[config.mk]
export PLATFORM = sky130hd
export DESIGN_NAME = midi_file_stream_parser_top
export DESIGN_NICKNAME = d
export VERILOG_FILES = /design/src/smfp_pkg.sv /design/src/smfp_in_reg.sv /design/src/smfp_parser.sv /design/src/smfp_out_reg.sv /design/src/midi_file_stream_parser_top.sv
export SDC_FILE = /design/constraint.sdc
export NUM_CORES = 1
export LEC_CHECK = 0
export BUFFER_PORTS_ARGS = -buffer_cell sky130_fd_sc_hd__buf_2
export CAP_MARGIN = 20
export CORE_ASPECT_RATIO = 0.9
export CORE_MARGIN = 3
export CORE_UTILIZATION = 25
export DETAILED_ROUTE_END_ITERATION = 12
export PLACE_DENSITY = 0.39
export SYNTH_ARGS = -nofsm -noshare
export SYNTH_HDL_FRONTEND = slang
export SYNTH_HIERARCHICAL = 1
export SYNTH_SLANG_ARGS = --single-unit
[constraint.sdc]
create_clock -name aclk -period 8 [get_ports aclk]
set_input_delay 0.4 -clock aclk [delete_from_list [all_inputs] [get_ports aclk]]
set_output_delay 0.4 -clock aclk [all_outputs]
set_load 0.01 [all_outputs]
[src/smfp_pkg.sv]
`timescale 1ns / 1ps
// ----------------------------------------------------------------------------
// smfp_pkg
// Shared result kinds, result layout and widths for the MIDI file parser.
// ----------------------------------------------------------------------------
package smfp_pkg;

    localparam int BYTE_W = 8;
    localparam int KIND_W = 3;
    localparam int DATA_W = 144;

    // result kinds
    localparam logic [KIND_W-1:0] KIND_HEADER  = 3'd0;
    localparam logic [KIND_W-1:0] KIND_TRACK   = 3'd1;
    localparam logic [KIND_W-1:0] KIND_CHANNEL = 3'd2;
    localparam logic [KIND_W-1:0] KIND_TEMPO   = 3'd3;
    localparam logic [KIND_W-1:0] KIND_TIMESIG = 3'd4;
    localparam logic [KIND_W-1:0] KIND_ERROR   = 3'd5;

    // payload, last member in the lowest bits
    typedef struct packed {
        logic [15:0] time_division;
        logic [15:0] track_total;
        logic [15:0] file_format;
        logic [7:0]  ts_denom_log2;
        logic [7:0]  ts_numerator;
        logic [23:0] tempo_us;
        logic [7:0]  data_two;
        logic [7:0]  data_one;
        logic [7:0]  status_byte;
        logic [31:0] abs_time;
    } smfp_payload_t;

    typedef struct packed {
        logic [KIND_W-1:0] kind;
        smfp_payload_t     payload;
    } smfp_result_t;

endpackage

[src/smfp_in_reg.sv]
`timescale 1ns / 1ps
// ----------------------------------------------------------------------------
// smfp_in_reg
// Input register holding one file byte until the parser consumes it.
// ----------------------------------------------------------------------------
module smfp_in_reg
    import smfp_pkg::*;
(
    input  logic              aclk,
    input  logic              aresetn,
    input  logic              s_valid,
    output logic              s_ready,
    input  logic [BYTE_W-1:0] s_data,
    input  logic              advance,
    output logic              q_valid,
    output logic [BYTE_W-1:0] q_data
);

    logic              valid_reg;
    logic [BYTE_W-1:0] data_reg;

    assign s_ready = !valid_reg || advance;
    assign q_valid = valid_reg;
    assign q_data  = data_reg;

    always_ff @(posedge aclk) begin
        if (!aresetn) begin
            valid_reg <= 1'b0;
        end else if (s_ready) begin
            valid_reg <= s_valid;
        end
    end

    always_ff @(posedge aclk) begin
        if (s_valid && s_ready) begin
            data_reg <= s_data;
        end
    end

endmodule

[src/smfp_parser.sv]
`timescale 1ns / 1ps
// ----------------------------------------------------------------------------
// smfp_parser
// Parser state and the per-byte next-state and result decode.
// ----------------------------------------------------------------------------
module smfp_parser
    import smfp_pkg::*;
#(
    parameter int TIME_WIDTH = 32
) (
    input  logic              aclk,
    input  logic              aresetn,
    input  logic              step,
    input  logic [BYTE_W-1:0] in_byte,
    output logic              res_valid,
    output smfp_result_t      res,
    output logic              halted
);

    localparam logic [4:0] PH_TAG   = 5'd0;
    localparam logic [4:0] PH_LEN   = 5'd1;
    localparam logic [4:0] PH_HDR   = 5'd2;
    localparam logic [4:0] PH_SKIP  = 5'd3;
    localparam logic [4:0] PH_DELTA = 5'd4;
    localparam logic [4:0] PH_EVENT = 5'd5;
    localparam logic [4:0] PH_DATA1 = 5'd6;
    localparam logic [4:0] PH_DATA2 = 5'd7;
    localparam logic [4:0] PH_MTYPE = 5'd8;
    localparam logic [4:0] PH_MLEN  = 5'd9;
    localparam logic [4:0] PH_MDATA = 5'd10;
    localparam logic [4:0] PH_SYSEX = 5'd11;

    localparam logic [31:0] TAG_HEADER   = 32'h4D546864;
    localparam logic [31:0] TAG_TRACK    = 32'h4D54726B;
    localparam logic [7:0]  STATUS_META  = 8'hFF;
    localparam logic [7:0]  STATUS_SYS   = 8'hF0;
    localparam logic [7:0]  SYSEX_END    = 8'hF7;
    localparam logic [7:0]  META_TEMPO   = 8'h51;
    localparam logic [7:0]  META_TIMESIG = 8'h58;

    function automatic logic [1:0] needed_for(input logic [7:0] status);
        logic [3:0] hi;
        hi = status[7:4];
        return (hi == 4'hC || hi == 4'hD) ? 2'd1 : 2'd2;
    endfunction

    logic [4:0]            phase_reg,     phase_next;
    logic [31:0]           tag_reg,       tag_next;
    logic [31:0]           rem_reg,       rem_next;
    logic                  is_track_reg,  is_track_next;
    logic [2:0]            idx_reg,       idx_next;
    logic [TIME_WIDTH-1:0] delta_reg,     delta_next;
    logic [TIME_WIDTH-1:0] time_reg,      time_next;
    logic [7:0]            run_reg,       run_next;
    logic [1:0]            needed_reg,    needed_next;
    logic [7:0]            first_reg,     first_next;
    logic [7:0]            mtype_reg,     mtype_next;
    logic [7:0]            mleft_reg,     mleft_next;
    logic [47:0]           field_reg,     field_next;
    logic                  halted_reg,    halted_next;

    logic                  in_chunk;
    logic [3:0]            idx_inc;
    logic [2:0]            idx_meta;
    logic [31:0]           rem_dec;
    logic [TIME_WIDTH-1:0] delta_shift;
    logic [63:0]           time_wide;
    logic [31:0]           time_abs;

    assign idx_inc     = {1'b0, idx_reg} + 4'd1;
    assign idx_meta    = (idx_reg < 3'd7) ? idx_inc[2:0] : idx_reg;
    assign rem_dec     = rem_reg - 32'd1;
    assign delta_shift = {delta_reg[TIME_WIDTH-8:0], in_byte[6:0]};
    assign time_wide   = 64'(time_reg);
    assign time_abs    = time_wide[31:0];
    assign halted      = halted_reg;

    always_comb begin
        phase_next    = phase_reg;
        tag_next      = tag_reg;
        rem_next      = rem_reg;
        is_track_next = is_track_reg;
        idx_next      = idx_reg;
        delta_next    = delta_reg;
        time_next     = time_reg;
        run_next      = run_reg;
        needed_next   = needed_reg;
        first_next    = first_reg;
        mtype_next    = mtype_reg;
        mleft_next    = mleft_reg;
        field_next    = field_reg;
        halted_next   = halted_reg;
        res           = '0;
        res_valid     = 1'b0;
        in_chunk      = 1'b0;

        if (step && !halted_reg) begin
            in_chunk = 1'b1;
            unique case (phase_reg)
                PH_TAG: begin
                    in_chunk = 1'b0;
                    tag_next = {tag_reg[23:0], in_byte};
                    idx_next = idx_inc[2:0];
                    if (idx_inc >= 4'd4) begin
                        idx_next = 3'd0;
                        rem_next = 32'd0;
                        if (tag_next == TAG_HEADER) begin
                            is_track_next = 1'b0;
                            phase_next    = PH_LEN;
                        end else if (tag_next == TAG_TRACK) begin
                            is_track_next = 1'b1;
                            phase_next    = PH_LEN;
                        end else begin
                            res.kind    = KIND_ERROR;
                            res_valid   = 1'b1;
                            halted_next = 1'b1;
                        end
                    end
                end
                PH_LEN: begin
                    in_chunk = 1'b0;
                    rem_next = {rem_reg[23:0], in_byte};
                    idx_next = idx_inc[2:0];
                    if (idx_inc >= 4'd4) begin
                        idx_next   = 3'd0;
                        field_next = '0;
                        if (is_track_reg) begin
                            res.kind   = KIND_TRACK;
                            res_valid  = 1'b1;
                            time_next  = '0;
                            delta_next = '0;
                            run_next   = 8'd0;
                            phase_next = PH_DELTA;
                        end else begin
                            phase_next = PH_HDR;
                        end
                        // zero-length chunk goes straight back to tag framing
                        if (rem_next == 32'd0) begin
                            phase_next = PH_TAG;
                            tag_next   = 32'd0;
                        end
                    end
                end
                PH_HDR: begin
                    field_next = {field_reg[39:0], in_byte};
                    idx_next   = idx_inc[2:0];
                    if (idx_inc >= 4'd6) begin
                        res.kind                  = KIND_HEADER;
                        res.payload.file_format   = field_next[47:32];
                        res.payload.track_total   = field_next[31:16];
                        res.payload.time_division = field_next[15:0];
                        res_valid                 = 1'b1;
                        phase_next                = PH_SKIP;
                    end
                end
                PH_SKIP: begin
                end
                PH_DELTA: begin
                    if (!in_byte[7]) begin
                        time_next  = time_reg + delta_shift;
                        delta_next = '0;
                        phase_next = PH_EVENT;
                    end else begin
                        delta_next = delta_shift;
                    end
                end
                PH_EVENT: begin
                    if (in_byte[7]) begin
                        if (in_byte == STATUS_META) begin
                            run_next   = 8'd0;
                            phase_next = PH_MTYPE;
                        end else if (in_byte >= STATUS_SYS) begin
                            run_next   = 8'd0;
                            phase_next = (in_byte == SYSEX_END) ? PH_DELTA : PH_SYSEX;
                        end else begin
                            run_next    = in_byte;
                            needed_next = needed_for(in_byte);
                            phase_next  = PH_DATA1;
                        end
                    end else if (run_reg == 8'd0) begin
                        // stray data byte, no running status
                        phase_next = PH_DELTA;
                    end else begin
                        needed_next = needed_for(run_reg);
                        if (needed_next == 2'd1) begin
                            res.kind                = KIND_CHANNEL;
                            res.payload.abs_time    = time_abs;
                            res.payload.status_byte = run_reg;
                            res.payload.data_one    = in_byte;
                            res_valid               = 1'b1;
                            phase_next              = PH_DELTA;
                        end else begin
                            first_next = in_byte;
                            phase_next = PH_DATA2;
                        end
                    end
                end
                PH_DATA1: begin
                    if (needed_reg == 2'd1) begin
                        res.kind                = KIND_CHANNEL;
                        res.payload.abs_time    = time_abs;
                        res.payload.status_byte = run_reg;
                        res.payload.data_one    = in_byte;
                        res_valid               = 1'b1;
                        phase_next              = PH_DELTA;
                    end else begin
                        first_next = in_byte;
                        phase_next = PH_DATA2;
                    end
                end
                PH_DATA2: begin
                    res.kind                = KIND_CHANNEL;
                    res.payload.abs_time    = time_abs;
                    res.payload.status_byte = run_reg;
                    res.payload.data_one    = first_reg;
                    res.payload.data_two    = in_byte;
                    res_valid               = 1'b1;
                    phase_next              = PH_DELTA;
                end
                PH_MTYPE: begin
                    mtype_next = in_byte;
                    phase_next = PH_MLEN;
                end
                PH_MLEN: begin
                    mleft_next = in_byte;
                    idx_next   = 3'd0;
                    field_next = '0;
                    phase_next = (in_byte == 8'd0) ? PH_DELTA : PH_MDATA;
                end
                PH_MDATA: begin
                    field_next = {field_reg[39:0], in_byte};
                    idx_next   = idx_meta;
                    if (mtype_reg == META_TEMPO && idx_meta == 3'd3) begin
                        res.kind             = KIND_TEMPO;
                        res.payload.abs_time = time_abs;
                        res.payload.tempo_us = field_next[23:0];
                        res_valid            = 1'b1;
                    end else if (mtype_reg == META_TIMESIG && idx_meta == 3'd2) begin
                        res.kind                  = KIND_TIMESIG;
                        res.payload.abs_time      = time_abs;
                        res.payload.ts_numerator  = field_next[15:8];
                        res.payload.ts_denom_log2 = field_next[7:0];
                        res_valid                 = 1'b1;
                    end
                    mleft_next = mleft_reg - 8'd1;
                    if (mleft_next == 8'd0) begin
                        idx_next   = 3'd0;
                        phase_next = PH_DELTA;
                    end
                end
                PH_SYSEX: begin
                    if (in_byte == SYSEX_END) begin
                        phase_next = PH_DELTA;
                    end
                end
                default: begin
                    phase_next = PH_TAG;
                    tag_next   = 32'd0;
                    idx_next   = 3'd0;
                    in_chunk   = 1'b0;
                end
            endcase

            // chunk byte count; running out drops any partial event
            if (in_chunk) begin
                rem_next = rem_dec;
                if (rem_dec == 32'd0) begin
                    phase_next = PH_TAG;
                    tag_next   = 32'd0;
                    idx_next   = 3'd0;
                end
            end
        end
    end

    always_ff @(posedge aclk) begin
        if (!aresetn) begin
            phase_reg    <= PH_TAG;
            tag_reg      <= 32'd0;
            rem_reg      <= 32'd0;
            is_track_reg <= 1'b0;
            idx_reg      <= 3'd0;
            delta_reg    <= '0;
            time_reg     <= '0;
            run_reg      <= 8'd0;
            needed_reg   <= 2'd0;
            first_reg    <= 8'd0;
            mtype_reg    <= 8'd0;
            mleft_reg    <= 8'd0;
            field_reg    <= 48'd0;
            halted_reg   <= 1'b0;
        end else begin
            phase_reg    <= phase_next;
            tag_reg      <= tag_next;
            rem_reg      <= rem_next;
            is_track_reg <= is_track_next;
            idx_reg      <= idx_next;
            delta_reg    <= delta_next;
            time_reg     <= time_next;
            run_reg      <= run_next;
            needed_reg   <= needed_next;
            first_reg    <= first_next;
            mtype_reg    <= mtype_next;
            mleft_reg    <= mleft_next;
            field_reg    <= field_next;
            halted_reg   <= halted_next;
        end
    end

endmodule

[src/smfp_out_reg.sv]
`timescale 1ns / 1ps
// ----------------------------------------------------------------------------
// smfp_out_reg
// Result register driving the output stream.
// ----------------------------------------------------------------------------
module smfp_out_reg
    import smfp_pkg::*;
(
    input  logic              aclk,
    input  logic              aresetn,
    input  logic              advance,
    input  logic              res_valid,
    input  smfp_result_t      res,
    output logic              free,
    output logic              m_tvalid,
    input  logic              m_tready,
    output logic [DATA_W-1:0] m_tdata,
    output logic [KIND_W-1:0] m_tuser
);

    logic         valid_reg;
    smfp_result_t res_reg;

    assign free     = !valid_reg || m_tready;
    assign m_tvalid = valid_reg;
    assign m_tdata  = res_reg.payload;
    assign m_tuser  = res_reg.kind;

    always_ff @(posedge aclk) begin
        if (!aresetn) begin
            valid_reg <= 1'b0;
        end else if (advance) begin
            valid_reg <= res_valid;
        end else if (m_tready) begin
            valid_reg <= 1'b0;
        end
    end

    always_ff @(posedge aclk) begin
        if (advance && res_valid) begin
            res_reg <= res;
        end
    end

endmodule

[src/midi_file_stream_parser_top.sv]
`timescale 1ns / 1ps
// ----------------------------------------------------------------------------
// midi_file_stream_parser_top
// Standard MIDI file parser: file bytes in, header/track/event items out.
// ----------------------------------------------------------------------------
// Usage:
//   s_ channel takes the raw file one byte per item (s_tdata). The parser
//   frames chunks by tag and length, decodes the header chunk and the track
//   events (delta times, running status, tempo and time signature metas).
//   m_ channel gives at most one item per input byte; m_tuser carries the
//   kind (header, track start, channel event, tempo, time sig, error) and
//   m_tdata the payload, unused fields zero.
//   Throughput: one byte per cycle, sustained while m_tready is high. Each
//   byte passes an input register, the combinational parser decode, and
//   the result register, which drives m_tvalid.
//   A byte that produces nothing still moves on only when the result slot
//   is free, so it waits behind a held result like any other byte.
//   Stall: when m_tready is low with a result held, the input register
//   fills and s_tready drops; nothing is lost or repeated.
//   Reset (aresetn low, synchronous): parser goes back to tag framing with
//   all state cleared. An unknown chunk tag emits an error item and the
//   parser then ignores every byte until the next reset.
// ----------------------------------------------------------------------------
module midi_file_stream_parser_top
    import smfp_pkg::*;
#(
    parameter int TIME_WIDTH = 32
) (
    input  logic              aclk,
    input  logic              aresetn,
    input  logic              s_tvalid,
    output logic              s_tready,
    input  logic [BYTE_W-1:0] s_tdata,   // file_byte
    output logic              m_tvalid,
    input  logic              m_tready,
    // abs_time, status_byte, data_one, data_two, tempo_us, ts_numerator,
    // ts_denom_log2, file_format, track_total, time_division
    output logic [DATA_W-1:0] m_tdata,
    output logic [KIND_W-1:0] m_tuser    // kind
);

    logic              in_valid;
    logic [BYTE_W-1:0] in_byte;
    logic              out_free;
    logic              advance;
    logic              res_valid;
    smfp_result_t      res;
    logic              halted;

    // a held byte moves on whenever the result slot can take it
    assign advance = in_valid && out_free;

    smfp_in_reg u_in (
        .aclk    (aclk),
        .aresetn (aresetn),
        .s_valid (s_tvalid),
        .s_ready (s_tready),
        .s_data  (s_tdata),
        .advance (advance),
        .q_valid (in_valid),
        .q_data  (in_byte)
    );

    smfp_parser #(
        .TIME_WIDTH (TIME_WIDTH)
    ) u_parser (
        .aclk      (aclk),
        .aresetn   (aresetn),
        .step      (advance),
        .in_byte   (in_byte),
        .res_valid (res_valid),
        .res       (res),
        .halted    (halted)
    );

    smfp_out_reg u_out (
        .aclk      (aclk),
        .aresetn   (aresetn),
        .advance   (advance),
        .res_valid (res_valid),
        .res       (res),
        .free      (out_free),
        .m_tvalid  (m_tvalid),
        .m_tready  (m_tready),
        .m_tdata   (m_tdata),
        .m_tuser   (m_tuser)
    );

    // error item only ever comes with the parser locked up
    assert property (@(posedge aclk) disable iff (!aresetn)
        (m_tvalid && m_tuser == KIND_ERROR) |-> halted)
        else $error("error item without halt");

    // halt is sticky until reset
    assert property (@(posedge aclk) disable iff (!aresetn)
        halted |=> halted)
        else $error("halt released without reset");

    // non-channel items carry no status byte
    assert property (@(posedge aclk) disable iff (!aresetn)
        (m_tvalid && m_tuser != KIND_CHANNEL) |-> (m_tdata[39:32] == 8'd0))
        else $error("status byte on non-channel item");

    // header and track start items have zero time
    assert property (@(posedge aclk) disable iff (!aresetn)
        (m_tvalid && (m_tuser == KIND_HEADER || m_tuser == KIND_TRACK))
        |-> (m_tdata[31:0] == 32'd0))
        else $error("time on header or track start");

endmodule

==> results.txt <==
----------------------------------------------------
[GRT]
  Initial antenna violation count ... 0
  Number of global-route vias before repair ... 13050
  Global-route wire length before repair ... 78720 um
  GRT Util Overall ... 14.24%
  Overall overflow remaining after global route ... 0
  Pin count of the biggest net entering global routing ... 95

[STA]
  Worst Tran Pin Value ... 1.113 ns
  Final Hold Viols ... 0
  Total negative setup slack ... 0 ns
  Highest Clock Rate ... 179.2 MHz
  Max transition margin ... 25.80%
  Unrepaired setup endpoints after global routing ... no
  Final Skew ... 0.02540 ns
  Number of failing setup endpoints in the final timing report ... 0
  Fin. max-slew vios ... 0
  Period utilization ... 69.77%
  Period minus WS final ... 5.582 ns

[Setup path]
  Arr. time, crit path ... 5.79 ns
  Largest driver fanout on the critical path ... 94
  Top delay family on crit path ... simple AND/OR/NAND/NOR gates
  CP dominant cell by count ... sky130_fd_sc_hd__nor3_1
  WP buf/inv ... 1
  Worst EP required ... 8.21 ns
  Highest cell delay on the worst timing path ... 0.80 ns
  Slowest library cell on the worst path ... sky130_fd_sc_hd__dfxtp_1
  Path type of the worst setup path ... register to register
  Capturing element type of the critical path ... register
  Worst setup SP type ... register
  Worst-path cell chain ... nand2b_1, nor3_1, nand2_1, nor3_1, nand4b_1, and2_1, and4_1, a21oi_1, and2_4, buf_12

[Route]
  Count of antenna-violating nets left after detailed routing ... 0
  Wire length per cell after detailed routing ... 18.50 um
  Number of design rule violations left after detail routing ... 0
  Iter 0 DRT Violations ... 876
  Top layer used by detailed routing ... met4
  Met2 wire length ... 22110 um
  Overall via count from detail_route ... 13200
  Vias per Instance ... 4.846
  Met1 wire length ... 25020 um
  TritonRoute pass-1 iters ... 5
  Met3 layer wire length in the routed design ... 2238 um
  Detailed-route wire length ... 50390 um

[Yosys]
  Synth warnings ... 6
  Sequential cell area fraction in the yosys report ... 52.57%
  Syn_area_per_cell ... 9.689 um^2
  Prevailing post-synth register cell ... sky130_fd_sc_hd__dfxtp_1
  Number of enable flip-flop cells after synthesis ... 155
  Area of the mapped netlist ... 16430 um^2
  FFs w/ async S/R, synth ... 0%
  Number of instances in the synthesized netlist ... 1696
  Count of different cell masters after synthesis ... 84
  Post-Syn Nets ... 1745
  Number of synthesized register bits ... 354

[Finish]
  Share of layout cells above drive strength 1 ... 15.10%
  Net count reported at finish ... 1880
  Commonest non-fill, non-tap cell in the layout ... sky130_fd_sc_hd__nor2_1
  Most frequent cells in the layout ... 246 x sky130_fd_sc_hd__nor2_1, 199 x sky130_fd_sc_hd__dfxtp_1, 160 x sky130_fd_sc_hd__buf_2
  Number of filler cells placed in the layout ... 6703
  Synthesis-to-finish area growth ... 18.79%
  Number of flip-flops under the largest register name ... 144
  Fraction of the core area covered by cells at the end of the flow ... 30.20%

[Power]
  Switching share of power ... 24.07%
  Net Switching ... 0.9688 mW
  Comb power frac ... 5.9%
  Lkg Pwr ... 7.686 nW
  Max IR drop VDD ... 0.1231 mV
  Portion of total power attributed to sequential cells ... 47.3%
  Power per standard cell area ... 206.2 nW/um^2
  Clock share of power ... 46.8%
  Internal power ... 3.057 mW

[Clock network]
  Clock-pin slew reported for the worst setup and hold paths after clock tree synthesis ... 0.06 ns
  Number of buffers inserted for hold repair after clock tree synthesis ... 8
  Library cell used as clock root buffer ... sky130_fd_sc_hd__clkbuf_16
  Count of cells resized by post-cts repair ... 0
  Count of buffers added by post-CTS timing repair for setup ... 0
  Clk_lat worst skew ... 0.59 ns
  H-tree Lvls ... 2
  Number of clock sinks seen by CTS ... 354
  Number of CTS-inserted buffers ... 44
  Clock tree from TritonCTS ... built
  Maximum number of buffers from clock root to sink ... 3

[Floorplanning]
  Starting density of the core ... 25.42%
  Height of the die ... 249.2 um
  Die width ... 276.2 um
  Core Box Area ... 64630 um^2
  Full die area ... 68840 um^2
  Standard-cell rows ... 88
  Top-Level Pins ... 161

[Job]
  Max-cap viol count ... 0

[Placed design]
  Number of buffer cells added on primary ports ... 160
  GPL Wtd Cong ... 0.8176
  HPWL after detailed placement ... 33070 um

[Run status]
  Result of the run ... finished clean

[Min path]
  Worst min-delay path category ... primary input to register

----------------------------------------------------
-- kinds of logic after synthesis --
family          after synthesis  synth area share, %
simple gates                729                22.08
xor+xnor                     46                2.452
mux                          17                1.036
compound gates              387                15.66
flops                       354                52.57
fa+ha+maj                    37                2.863
buf+inv                     126                3.335
-- metal layers --
layer	GRT usage, %	vias up
met3	2.830	62
met1	20.47	6408
met4	3.409	0
li1	-	6436
met2	21.90	289
met5	0	-
-- synthesized netlist by cell type, drive strengths merged (10+ instances only) --
cell    instances  area, um^2
nor2          246       923.4
dfxtp         199        3984
nor2b          12       75.07
nand3          55       275.3
edfxtp        155        4654
a221oi         12       111.4
nand4          17       106.4
xnor2          26       227.7
nor3b          10       80.07
nand2         139       521.8
a21oi         111       555.5
and2           94       593.1
o21ai          68       340.3
nor4           23       177.7
and3           13       81.33
ha             36       450.4
inv            22       82.58
o211ai         11       82.58
nor3           54       290.3
a22o           24       210.2
a21o           17       128.9
a211oi         12       90.09
or3            13       81.33
clkbuf         89       354.1
buf            15       111.4
mux2i          17       170.2
nand2b         11       76.32
xor2           20       175.2
a22oi          67       503.0
-- power groups by stage --
stage,Clock (mW),Combinational [mW],Sequential (mW)
floorplan,0,0.162,1.94
global placement,0,0.232,1.94
detailed placement,0,0.232,1.94
CTS,1.96,0.237,1.90
global route,2.05,0.261,1.90
finish,1.88,0.237,1.90
-- worst register-to-register path, delay by kind of cell (launching register included) --
kind | cells | cell delay (ns)
DFF | 1 | 0.80
AOI/OAI and AO/OA | 1 | 0.12
and+or+nand+nor | 8 | 3.72
buffers and inverters | 1 | 0.48
-- stage by stage --
stage	power (mW)	std cells	instance area (um^2)	setup WS, ns	hold slack [ns]
6_report	4.026	2723	19520	2.418	0.1552
3_3_place_gp	2.173	2630	18050	2.568	0.4554
3_5_place_dp	2.174	2630	18050	2.504	0.4567
4_1_cts	4.103	2720	19500	2.454	0.1269
5_1_grt	4.214	2722	19520	1.856	0.1430
2_1_floorplan	2.100	1696	16430	4.454	0.4362
-- final timing paths --
check        depth (start not counted)              startpoint  slack, ns                      to
min reg2reg                          2  u_parser/delta_reg[19]       0.46  u_parser/delta_reg[19]
max reg2reg                         10   u_parser/phase_reg[1]       2.42      u_out/m_tdata[139]
min                                  3                m_tready       0.16          u_out/m_tvalid
max                                 10   u_parser/phase_reg[1]       2.42      u_out/m_tdata[139]
-- area by class of cell --
class | instances | area [um^2] | share of cell area, %
Antenna cell | 1 | 2.502 | 0.01282
Clock buffer | 61 | 1206 | 6.179
Clock inverter | 21 | 158.9 | 0.8140
Inverter | 22 | 85.08 | 0.4359
Multi-Input combinational cell | 1216 | 7274 | 37.27
Sequential cell | 354 | 8638 | 44.25
Tap cell | 855 | 1070 | 5.480
Timing Repair Buffer | 193 | 1085 | 5.557
(Power assumes the default switching activity.)
